===== src/rtl/irt_pkg.sv =====
package irt_pkg;

  // Fixed field widths of the request and response words
  localparam int unsigned SLOT_W   = 6;
  localparam int unsigned NUM_W    = 16;
  localparam int unsigned STATUS_W = 3;

  typedef enum logic {
    OP_GET = 1'b0,
    OP_PUT = 1'b1
  } op_e;

  typedef enum logic [STATUS_W-1:0] {
    ST_HIT      = 3'd0,
    ST_MISS     = 3'd1,
    ST_FULL     = 3'd2,
    ST_OVERFLOW = 3'd3,
    ST_HELD     = 3'd4,
    ST_EMPTIED  = 3'd5,
    ST_FREED    = 3'd6
  } status_e;

  typedef enum logic [2:0] {
    S_CLEAR,
    S_IDLE,
    S_SCAN,
    S_PUT_RD,
    S_COMMIT
  } state_e;

  // Controller to datapath
  typedef struct packed {
    logic clear;   // zero one count entry, advance sweep
    logic load;    // capture request word, restart scan
    logic scan;    // issue next scan read, evaluate returned entry
    logic commit;  // update table and load response register
  } cmd_t;

  // Datapath to controller
  typedef struct packed {
    logic clear_done;
    logic scan_done;
    logic out_busy;
  } sts_t;

endpackage


===== src/rtl/irt_req_if.sv =====
interface irt_req_if;
  import irt_pkg::*;

  logic              valid;
  logic              ready;
  logic              op;
  logic [NUM_W-1:0]  inode_number;
  logic [SLOT_W-1:0] slot;
  logic              links_gone;

  modport source (
    output valid, op, inode_number, slot, links_gone,
    input  ready
  );

  modport sink (
    input  valid, op, inode_number, slot, links_gone,
    output ready
  );
endinterface


===== src/rtl/irt_rsp_if.sv =====
interface irt_rsp_if;
  import irt_pkg::*;

  logic                valid;
  logic                ready;
  logic [STATUS_W-1:0] status;
  logic [SLOT_W-1:0]   slot_out;
  logic [NUM_W-1:0]    number_out;

  modport source (
    output valid, status, slot_out, number_out,
    input  ready
  );

  modport sink (
    input  valid, status, slot_out, number_out,
    output ready
  );
endinterface


===== src/rtl/irt_ctrl.sv =====
module irt_ctrl (
  input  logic          clk_i,
  input  logic          rst_ni,
  input  logic          in_valid_i,
  input  logic          in_op_i,
  input  irt_pkg::sts_t sts_i,
  output irt_pkg::cmd_t cmd_o,
  output logic          in_ready_o
);
  import irt_pkg::*;

  state_e state_q, state_d;

  // State register
  always_ff @(posedge clk_i or negedge rst_ni) begin
    if (!rst_ni) begin
      state_q <= S_CLEAR;
    end else begin
      state_q <= state_d;
    end
  end

  // Next state and commands
  always_comb begin
    state_d    = state_q;
    cmd_o      = '0;
    in_ready_o = 1'b0;
    case (state_q)
      S_CLEAR: begin
        cmd_o.clear = 1'b1;
        if (sts_i.clear_done) state_d = S_IDLE;
      end
      S_IDLE: begin
        in_ready_o = 1'b1;
        if (in_valid_i) begin
          cmd_o.load = 1'b1;
          state_d    = (op_e'(in_op_i) == OP_PUT) ? S_PUT_RD : S_SCAN;
        end
      end
      S_SCAN: begin
        cmd_o.scan = 1'b1;
        if (sts_i.scan_done) state_d = S_COMMIT;
      end
      S_PUT_RD: begin
        state_d = S_COMMIT;
      end
      S_COMMIT: begin
        if (!sts_i.out_busy) begin
          cmd_o.commit = 1'b1;
          state_d      = S_IDLE;
        end
      end
      default: begin
        state_d = S_CLEAR;
      end
    endcase
  end

endmodule


===== src/rtl/irt_dpath.sv =====
module irt_dpath #(
  parameter int unsigned TABLE_SLOTS = 64,
  parameter int unsigned COUNT_BITS  = 8
) (
  input  logic                          clk_i,
  input  logic                          rst_ni,
  input  irt_pkg::cmd_t                 cmd_i,
  input  logic                          op_i,
  input  logic [irt_pkg::NUM_W-1:0]     inode_number_i,
  input  logic [irt_pkg::SLOT_W-1:0]    slot_i,
  input  logic                          links_gone_i,
  input  logic                          out_ready_i,
  output irt_pkg::sts_t                 sts_o,
  output logic                          out_valid_o,
  output logic [irt_pkg::STATUS_W-1:0]  status_o,
  output logic [irt_pkg::SLOT_W-1:0]    slot_out_o,
  output logic [irt_pkg::NUM_W-1:0]     number_out_o
);
  import irt_pkg::*;

  localparam int unsigned IDX_W = $clog2(TABLE_SLOTS);
  localparam logic [IDX_W-1:0] LAST_IDX = IDX_W'(TABLE_SLOTS - 1);
  localparam logic [COUNT_BITS-1:0] COUNT_MAX = {COUNT_BITS{1'b1}};
  localparam logic [COUNT_BITS-1:0] COUNT_ONE = COUNT_BITS'(1);

  // Table storage
  logic [NUM_W-1:0]      num_mem [TABLE_SLOTS];
  logic [COUNT_BITS-1:0] cnt_mem [TABLE_SLOTS];

  // Captured request word
  logic              op_q;
  logic [NUM_W-1:0]  num_q;
  logic [SLOT_W-1:0] slot_q;
  logic              gone_q;

  // Sweep and scan control
  logic [IDX_W-1:0] clr_idx_q;
  logic [IDX_W-1:0] scan_addr_q;
  logic [IDX_W-1:0] data_idx_q;
  logic             rd_vld_q;

  // Registered read data
  logic [NUM_W-1:0]      rd_num_q;
  logic [COUNT_BITS-1:0] rd_cnt_q;
  logic [IDX_W-1:0]      rd_addr;

  // Scan findings
  logic                  hit_q;
  logic [IDX_W-1:0]      hit_idx_q;
  logic [COUNT_BITS-1:0] hit_cnt_q;
  logic                  free_q;
  logic [IDX_W-1:0]      free_idx_q;

  // Response register
  logic                out_valid_q;
  logic [STATUS_W-1:0] out_status_q;
  logic [SLOT_W-1:0]   out_slot_q;
  logic [NUM_W-1:0]    out_num_q;

  // Commit results
  logic                  cnt_we;
  logic [IDX_W-1:0]      cnt_waddr;
  logic [COUNT_BITS-1:0] cnt_wdata;
  logic                  num_we;
  status_e               res_status;
  logic [SLOT_W-1:0]     res_slot;
  logic [NUM_W-1:0]      res_num;

  logic                  slot_in_range;
  logic [IDX_W-1:0]      slot_idx;
  logic [COUNT_BITS-1:0] dec_cnt;
  logic                  entry_match;

  assign slot_idx      = IDX_W'(slot_q);
  assign slot_in_range = 32'(slot_q) < 32'(TABLE_SLOTS);
  assign dec_cnt       = rd_cnt_q - COUNT_ONE;
  assign entry_match   = (rd_cnt_q != '0) && (rd_num_q == num_q);

  // A put reads its own slot, a get walks the scan address
  assign rd_addr = (op_e'(op_q) == OP_PUT) ? slot_idx : scan_addr_q;

  // Request capture
  always_ff @(posedge clk_i) begin
    if (cmd_i.load) begin
      op_q   <= op_i;
      num_q  <= inode_number_i;
      slot_q <= slot_i;
      gone_q <= links_gone_i;
    end
  end

  // Sweep counter for the clearing pass
  always_ff @(posedge clk_i or negedge rst_ni) begin
    if (!rst_ni) begin
      clr_idx_q <= '0;
    end else if (cmd_i.clear) begin
      clr_idx_q <= clr_idx_q + IDX_W'(1);
    end
  end

  // Scan address and read tracking
  always_ff @(posedge clk_i or negedge rst_ni) begin
    if (!rst_ni) begin
      scan_addr_q <= '0;
      rd_vld_q    <= 1'b0;
      hit_q       <= 1'b0;
      free_q      <= 1'b0;
    end else if (cmd_i.load) begin
      scan_addr_q <= '0;
      rd_vld_q    <= 1'b0;
      hit_q       <= 1'b0;
      free_q      <= 1'b0;
    end else begin
      rd_vld_q <= cmd_i.scan;
      if (cmd_i.scan) begin
        scan_addr_q <= scan_addr_q + IDX_W'(1);
        if (rd_vld_q && !hit_q) begin
          if (entry_match) hit_q <= 1'b1;
          else if (!free_q && rd_cnt_q == '0) free_q <= 1'b1;
        end
      end
    end
  end

  // Findings payload
  always_ff @(posedge clk_i) begin
    data_idx_q <= scan_addr_q;
    if (cmd_i.scan && rd_vld_q && !hit_q) begin
      if (entry_match) begin
        hit_idx_q <= data_idx_q;
        hit_cnt_q <= rd_cnt_q;
      end else if (!free_q && rd_cnt_q == '0) begin
        free_idx_q <= data_idx_q;
      end
    end
  end

  // Commit decision and table update
  always_comb begin
    cnt_we     = 1'b0;
    cnt_waddr  = clr_idx_q;
    cnt_wdata  = '0;
    num_we     = 1'b0;
    res_status = ST_EMPTIED;
    res_slot   = slot_q;
    res_num    = '0;
    if (cmd_i.clear) begin
      cnt_we = 1'b1;
    end else if (cmd_i.commit) begin
      if (op_e'(op_q) == OP_GET) begin
        res_num = num_q;
        if (hit_q) begin
          res_slot = SLOT_W'(hit_idx_q);
          if (hit_cnt_q == COUNT_MAX) begin
            res_status = ST_OVERFLOW;
          end else begin
            res_status = ST_HIT;
            cnt_we     = 1'b1;
            cnt_waddr  = hit_idx_q;
            cnt_wdata  = hit_cnt_q + COUNT_ONE;
          end
        end else if (free_q) begin
          res_status = ST_MISS;
          res_slot   = SLOT_W'(free_idx_q);
          cnt_we     = 1'b1;
          cnt_waddr  = free_idx_q;
          cnt_wdata  = COUNT_ONE;
          num_we     = 1'b1;
        end else begin
          res_status = ST_FULL;
          res_slot   = '0;
        end
      end else if (slot_in_range && rd_cnt_q != '0) begin
        res_num   = rd_num_q;
        cnt_we    = 1'b1;
        cnt_waddr = slot_idx;
        cnt_wdata = dec_cnt;
        if (dec_cnt != '0) res_status = ST_HELD;
        else if (gone_q)   res_status = ST_FREED;
        else               res_status = ST_EMPTIED;
      end
    end
  end

  // Count memory
  always_ff @(posedge clk_i) begin
    if (cnt_we) cnt_mem[cnt_waddr] <= cnt_wdata;
    rd_cnt_q <= cnt_mem[rd_addr];
  end

  // Inode number memory
  always_ff @(posedge clk_i) begin
    if (num_we) num_mem[free_idx_q] <= num_q;
    rd_num_q <= num_mem[rd_addr];
  end

  // Response register
  always_ff @(posedge clk_i or negedge rst_ni) begin
    if (!rst_ni) begin
      out_valid_q <= 1'b0;
    end else if (cmd_i.commit) begin
      out_valid_q <= 1'b1;
    end else if (out_ready_i) begin
      out_valid_q <= 1'b0;
    end
  end

  always_ff @(posedge clk_i) begin
    if (cmd_i.commit) begin
      out_status_q <= res_status;
      out_slot_q   <= res_slot;
      out_num_q    <= res_num;
    end
  end

  assign sts_o.clear_done = clr_idx_q == LAST_IDX;
  assign sts_o.scan_done  = rd_vld_q && (entry_match || data_idx_q == LAST_IDX);
  assign sts_o.out_busy   = out_valid_q && !out_ready_i;

  assign out_valid_o  = out_valid_q;
  assign status_o     = out_status_q;
  assign slot_out_o   = out_slot_q;
  assign number_out_o = out_num_q;

endmodule


===== src/rtl/inode_reference_table.sv =====
// Reference-counted inode slot table.
// req_i carries one request word: op selects get (look up inode_number) or
// put (release slot, with links_gone telling whether the inode may be freed).
// rsp_o returns exactly one word per request: status, slot_out, number_out.
// Both channels move a word when valid and ready are high at a clock edge.
// Requests are handled one at a time; req_i.ready is high only while idle.
// A get walks the table one entry per cycle through the registered read
// port of the count and number memories and stops at the first live match;
// for a miss or a full table it walks on to the last slot. A put reads its
// slot once, then answers.
// req_i.ready rises again together with rsp_o.valid.
// After reset the block sweeps the count memory to zero, one entry a cycle;
// req_i.ready stays low during that pass. The response register holds its
// word while rsp_o.ready is low, and the block may already accept and work
// on the next request meanwhile; it waits with the table update until the
// held word has been taken.
module inode_reference_table #(
  parameter int unsigned TABLE_SLOTS = 64,
  parameter int unsigned COUNT_BITS  = 8
) (
  input  logic      clk_i,
  input  logic      rst_ni,
  irt_req_if.sink   req_i,
  irt_rsp_if.source rsp_o
);
  import irt_pkg::*;

  cmd_t cmd;
  sts_t sts;

  irt_ctrl u_ctrl (
    .clk_i      (clk_i),
    .rst_ni     (rst_ni),
    .in_valid_i (req_i.valid),
    .in_op_i    (req_i.op),
    .sts_i      (sts),
    .cmd_o      (cmd),
    .in_ready_o (req_i.ready)
  );

  irt_dpath #(
    .TABLE_SLOTS (TABLE_SLOTS),
    .COUNT_BITS  (COUNT_BITS)
  ) u_dpath (
    .clk_i          (clk_i),
    .rst_ni         (rst_ni),
    .cmd_i          (cmd),
    .op_i           (req_i.op),
    .inode_number_i (req_i.inode_number),
    .slot_i         (req_i.slot),
    .links_gone_i   (req_i.links_gone),
    .out_ready_i    (rsp_o.ready),
    .sts_o          (sts),
    .out_valid_o    (rsp_o.valid),
    .status_o       (rsp_o.status),
    .slot_out_o     (rsp_o.slot_out),
    .number_out_o   (rsp_o.number_out)
  );

`ifndef SYNTHESIS
  // Table update only when the response register can take the word
  a_commit_free: assert property (@(posedge clk_i) disable iff (!rst_ni)
    cmd.commit |-> !sts.out_busy)
    else $error("commit while response register busy");

  // Every commit shows a response word next cycle
  a_commit_rsp: assert property (@(posedge clk_i) disable iff (!rst_ni)
    cmd.commit |=> rsp_o.valid)
    else $error("commit without response word");

  // One request in flight at a time
  a_one_req: assert property (@(posedge clk_i) disable iff (!rst_ni)
    (req_i.valid && req_i.ready) |=> !req_i.ready)
    else $error("request accepted while busy");

  // Clearing pass never overlaps request handling
  a_clear_excl: assert property (@(posedge clk_i) disable iff (!rst_ni)
    cmd.clear |-> !(cmd.load || cmd.scan || cmd.commit))
    else $error("clearing pass overlaps request");
`endif

endmodule


===== src/flat_wrapper.sv =====
// flat-port wrapper written by rule: the top's interface ports become plain ports
module inode_reference_table_flat import irt_pkg::*;
#(
  parameter int unsigned TABLE_SLOTS = 64,
  parameter int unsigned COUNT_BITS  = 8
)
  (clk_i, rst_ni, req_i_valid, req_i_op, req_i_inode_number, req_i_slot, req_i_links_gone, req_i_ready, rsp_o_valid, rsp_o_status, rsp_o_slot_out, rsp_o_number_out, rsp_o_ready);
  irt_req_if req_i_i ();
  irt_rsp_if rsp_o_i ();
  input  logic clk_i;
  input  logic rst_ni;
  input wire logic [$bits(req_i_i.valid)-1:0] req_i_valid;
  input wire logic [$bits(req_i_i.op)-1:0] req_i_op;
  input wire logic [$bits(req_i_i.inode_number)-1:0] req_i_inode_number;
  input wire logic [$bits(req_i_i.slot)-1:0] req_i_slot;
  input wire logic [$bits(req_i_i.links_gone)-1:0] req_i_links_gone;
  output wire logic [$bits(req_i_i.ready)-1:0] req_i_ready;
  output wire logic [$bits(rsp_o_i.valid)-1:0] rsp_o_valid;
  output wire logic [$bits(rsp_o_i.status)-1:0] rsp_o_status;
  output wire logic [$bits(rsp_o_i.slot_out)-1:0] rsp_o_slot_out;
  output wire logic [$bits(rsp_o_i.number_out)-1:0] rsp_o_number_out;
  input wire logic [$bits(rsp_o_i.ready)-1:0] rsp_o_ready;
  assign req_i_i.valid = req_i_valid;
  assign req_i_i.op = req_i_op;
  assign req_i_i.inode_number = req_i_inode_number;
  assign req_i_i.slot = req_i_slot;
  assign req_i_i.links_gone = req_i_links_gone;
  assign req_i_ready = req_i_i.ready;
  assign rsp_o_valid = rsp_o_i.valid;
  assign rsp_o_status = rsp_o_i.status;
  assign rsp_o_slot_out = rsp_o_i.slot_out;
  assign rsp_o_number_out = rsp_o_i.number_out;
  assign rsp_o_i.ready = rsp_o_ready;
  inode_reference_table #(.TABLE_SLOTS(TABLE_SLOTS), .COUNT_BITS(COUNT_BITS)) u_core (.clk_i(clk_i), .rst_ni(rst_ni), .req_i(req_i_i), .rsp_o(rsp_o_i));
endmodule

===== config.mk =====
export PLATFORM = sky130hd
export DESIGN_NAME = inode_reference_table_flat
export DESIGN_NICKNAME = d
export VERILOG_FILES = /design/src/rtl/irt_pkg.sv /design/src/rtl/irt_req_if.sv /design/src/rtl/irt_rsp_if.sv /design/src/rtl/irt_ctrl.sv /design/src/rtl/irt_dpath.sv /design/src/rtl/inode_reference_table.sv /design/src/flat_wrapper.sv
export SDC_FILE = /design/constraint.sdc
export NUM_CORES = 2
export LEC_CHECK = 0
export ABC_AREA = 1
export BUFFER_PORTS_ARGS = -buffer_cell sky130_fd_sc_hd__buf_4
export CORE_MARGIN = 8
export CORE_UTILIZATION = 42
export CTS_BUF_LIST = sky130_fd_sc_hd__clkbuf_8
export CTS_CLUSTER_SIZE = 16
export DETAILED_ROUTE_END_ITERATION = 12
export SYNTH_ARGS = -nofsm -noshare
export SYNTH_HDL_FRONTEND = slang
export SYNTH_SLANG_ARGS = --single-unit

===== constraint.sdc =====
create_clock -name clk_i -period 9.2 [get_ports clk_i]
set_clock_uncertainty 0.2 [all_clocks]
set_input_delay 0.92 -clock clk_i [delete_from_list [all_inputs] [get_ports clk_i]]
set_output_delay 0.92 -clock clk_i [all_outputs]
set_load 0.03 [all_outputs]

==> run summary <==
Placer Congestion: 0.839
clk sinks: 1654
top cell type by total area after synthesis: edfxtp_1
Seq cells post-synth: 1654
htree depth: 5
Total Power: 0.0176 W
GRT Total Usage: 19.8%
Avg Cell Area, Syn: 11.9 um^2
Yosys warnings: 0
Synth area leaders: edfxtp_1 70%, nand2_1 7.0%, o211ai_1 6.6%, nand3_1 5.7%, inv_1 4.1%
Area Overhead vs Synth: 11.4%
Min Hold Slack: 0.0711 ns
status: finished clean
GRT busiest layer: met2
CTS Root Cell: clkbuf_8
fin crit period: 5.12 ns
max-slew violation count: 0
final hold vios: 0
peak supply drop: 0.000132 V
crit end category: register
initial core utilization: 42.3%
hpwl dp: 98.5 mm
GRT overflow: 0
io pins: 55
EDFF count, synth: 1605
Startpoint Class: register
antenna violations before repair: 4
WHS Path Cells: 4
GRT met1 Usage: 26.3%
TritonRoute pass-1 iters: 6
sequential fraction of the synthesis area: 71.7%
pin count of the biggest net entering global routing: 247
Hold Path Class: input pin to register
CTS tree: built
Pwr Density: 230 nW/um^2
Synth async-reset ratio: 1.15%
max_slew headroom: 15.6%
max-cap viol count: 0
Core ar.: 163000 um^2
placed insts: 7788
Clock Latency Late Sink: 0.98 ns
Lkg Pwr: 28.5 nW
Post-Route WL: 179 mm
Tcrit/Tclk final: 55.7%
number of I/O port buffers: 54
met3 Track Usage GR: 3.34%
fraction of layout cells with a size suffix above 1: 9.18%
Post-Synthesis Cells: 5767
wire per inst: 21.6 um
fin cells: 8290
first-pass GRT wire length: 266 mm
Max Clock Freq: 195 MHz
chip height: 421 um
Remaining DRCs: 0
Worst Path Class, Setup: register to register
total number of vias: 43.9k
vias in the first global route: 42.4k
most common cell in the netlist: edfxtp_1
Slew @ Worst Pin: 1.27 ns
RSZ-0062 raised after global routing: false
nets: 5958
post-cts resize count: 0
post-route ant nets: 0
Synth cell types: 41
GRT met2 Usage: 32.4%
top cell type's share of synthesized area: 70.1%
die width: 421 um
endpoints failing setup: 0
commonest cells in the netlist: 1605 x edfxtp_1, 1274 x nand2_1, 780 x nand3_1, 749 x inv_1, 601 x o211ai_1
Post-Syn Nets: 5801
vias per cell: 5.29
Setup TNS Final: 0 ns
predominant post-synthesis flop cell: edfxtp_1
reg2reg path depth: 14
Num CTS Buffers: 284
1st-iter DRT viols: 4249
synthesized cell area: 68800 um^2
CP Max Fanout: 246
Required @ worst endpoint: 9.92 ns
DIE AREA: 177000 um^2
CTS clk-pin slew, worst paths: 0.06 ns
Critical Path AT: 5.84 ns
Max Buffers Root-to-Sink: 4
row count: 148
[placed cells by master, fill, tap and decap left out, types with 5 or more instances in the layout]
cell type	instances
o211ai_1	601
nand3_1	780
buf_4	179
clkinv_1	44
dlygate4sd3_1	25
inv_2	10
nand2_2	12
clkinvlp_4	5
xnor2_1	7
nor2_2	7
o21ai_0	39
dfrtp_1	19
edfxtp_1	1605
inv_1	855
xor2_1	8
nor2_1	169
clkinv_2	13
ha_1	6
nand4_1	8
clkbuf_8	298
a21oi_1	44
o22ai_1	12
nand3_2	6
diode_2	5
nand2_1	1274
nor3_1	7
dfxtp_1	30
[timing repair]
item                                    CTS  global route
hold endpoints to repair                 43             0
buffers inserted                          0             0
hold buffers                             25             0
endpoints found under the setup margin    0             0
[flip-flops by register name, summed over array words and instances, names as in the netlist, 3 cells and up]
signal and count:
u_core.u_ctrl.state_q 3, u_core.u_dpath.clr_idx_q 6, u_core.u_dpath.cnt_mem 512, u_core.u_dpath.data_idx_q 6, u_core.u_dpath.free_idx_q 6, u_core.u_dpath.hit_cnt_q 8, u_core.u_dpath.hit_idx_q 6, u_core.u_dpath.num_mem 1024
u_core.u_dpath.num_q 16, u_core.u_dpath.number_out_o 16, u_core.u_dpath.rd_cnt_q 8, u_core.u_dpath.rd_num_q 16, u_core.u_dpath.scan_addr_q 6, u_core.u_dpath.slot_idx 6, u_core.u_dpath.slot_out_o 6, u_core.u_dpath.status_o 3
[cell type report]
cell class / instances / area (um^2)
clock inverters: 174 / 776
diodes: 5 / 12.5
multi-input cells: 3017 / 15200
flip-flops and latches: 1654 / 49300
well taps: 2175 / 2720
fillers: 14645 / 86000
clock buffers: 298 / 4100
inverters: 760 / 2860
repair buffers: 207 / 1650
[worst max-delay path: stages (launching register included)]
cell	delay (ns)
edfxtp_1	0.37
buf_4	0.26
inv_2	0.32
nand2_1	0.21
nand2_8	0.48
buf_12	0.57
buf_4	0.82
nand2_1	0.11
nand2_1	0.11
nand2_1	0.05
nand3_1	0.12
nand3_1	0.08
nand3_1	0.34
nand3_1	0.36
nand2_1	0.16
[layer usage]
metal	vias to the layer above	wire (um)
met5	-	13
met4	2	7370
met3	371	11500
met2	1537	85100
met1	21340	75000
li1	20616	-
[kinds of logic (layout without fill, tap and decap cells)]
group,after synthesis,after routing,synth area share [%]
AOI/OAI and AO/OA,723,723,7.57
xor gates and xnor gates,15,15,0.191
adders and majority gates,6,6,0.109
buffers and inverters,1096,1439,6.42
DFF,1654,1654,71.7
other,0,5,0
and+or+nand+nor,2273,2273,14.0
[metrics by stage]
step,util (%),instance area (um^2),setup WS [ns]
2_1_floorplan,-,68800,3.70
3_3_place_gp,43.9,71400,4.04
3_5_place_dp,44.0,71500,4.23
4_1_cts,47.1,76600,4.23
5_1_grt,47.1,76600,3.91
6_report,47.1,76600,4.08
[where the power goes]
part	switching [W]	leakage, nW	internal, W
clock	0.00284	2.89	0.00305
combinational	0.00231	10.6	0.000807
sequential	0.000101	15.0	0.00849
total	0.00524	28.5	0.0123
[worst paths after layout]
check	startpoint	to	slack (ns)
setup / recovery	u_core.u_dpath.op_q$_DFFE_PP_	u_core.u_dpath.rd_num_q[8]$_DFF_P_	4.08
hold reg to reg	u_core.u_dpath.scan_addr_q[5]$_DFFE_PN0N_	u_core.u_dpath.data_idx_q[5]$_DFF_P_	0.18
max in group asynchronous	rst_ni	u_core.u_dpath.clr_idx_q[2]$_DFFE_PN0P_	8.39
min in group asynchronous	rst_ni	u_core.u_dpath.hit_q$_DFFE_PN0P_	0.18
setup reg to reg	u_core.u_dpath.op_q$_DFFE_PP_	u_core.u_dpath.rd_num_q[8]$_DFF_P_	4.08
hold / removal	req_i_valid	u_core.u_ctrl.state_q[0]$_DFFE_PN0P_	0.07
Note: power is estimated with default switching activity, not from simulation.
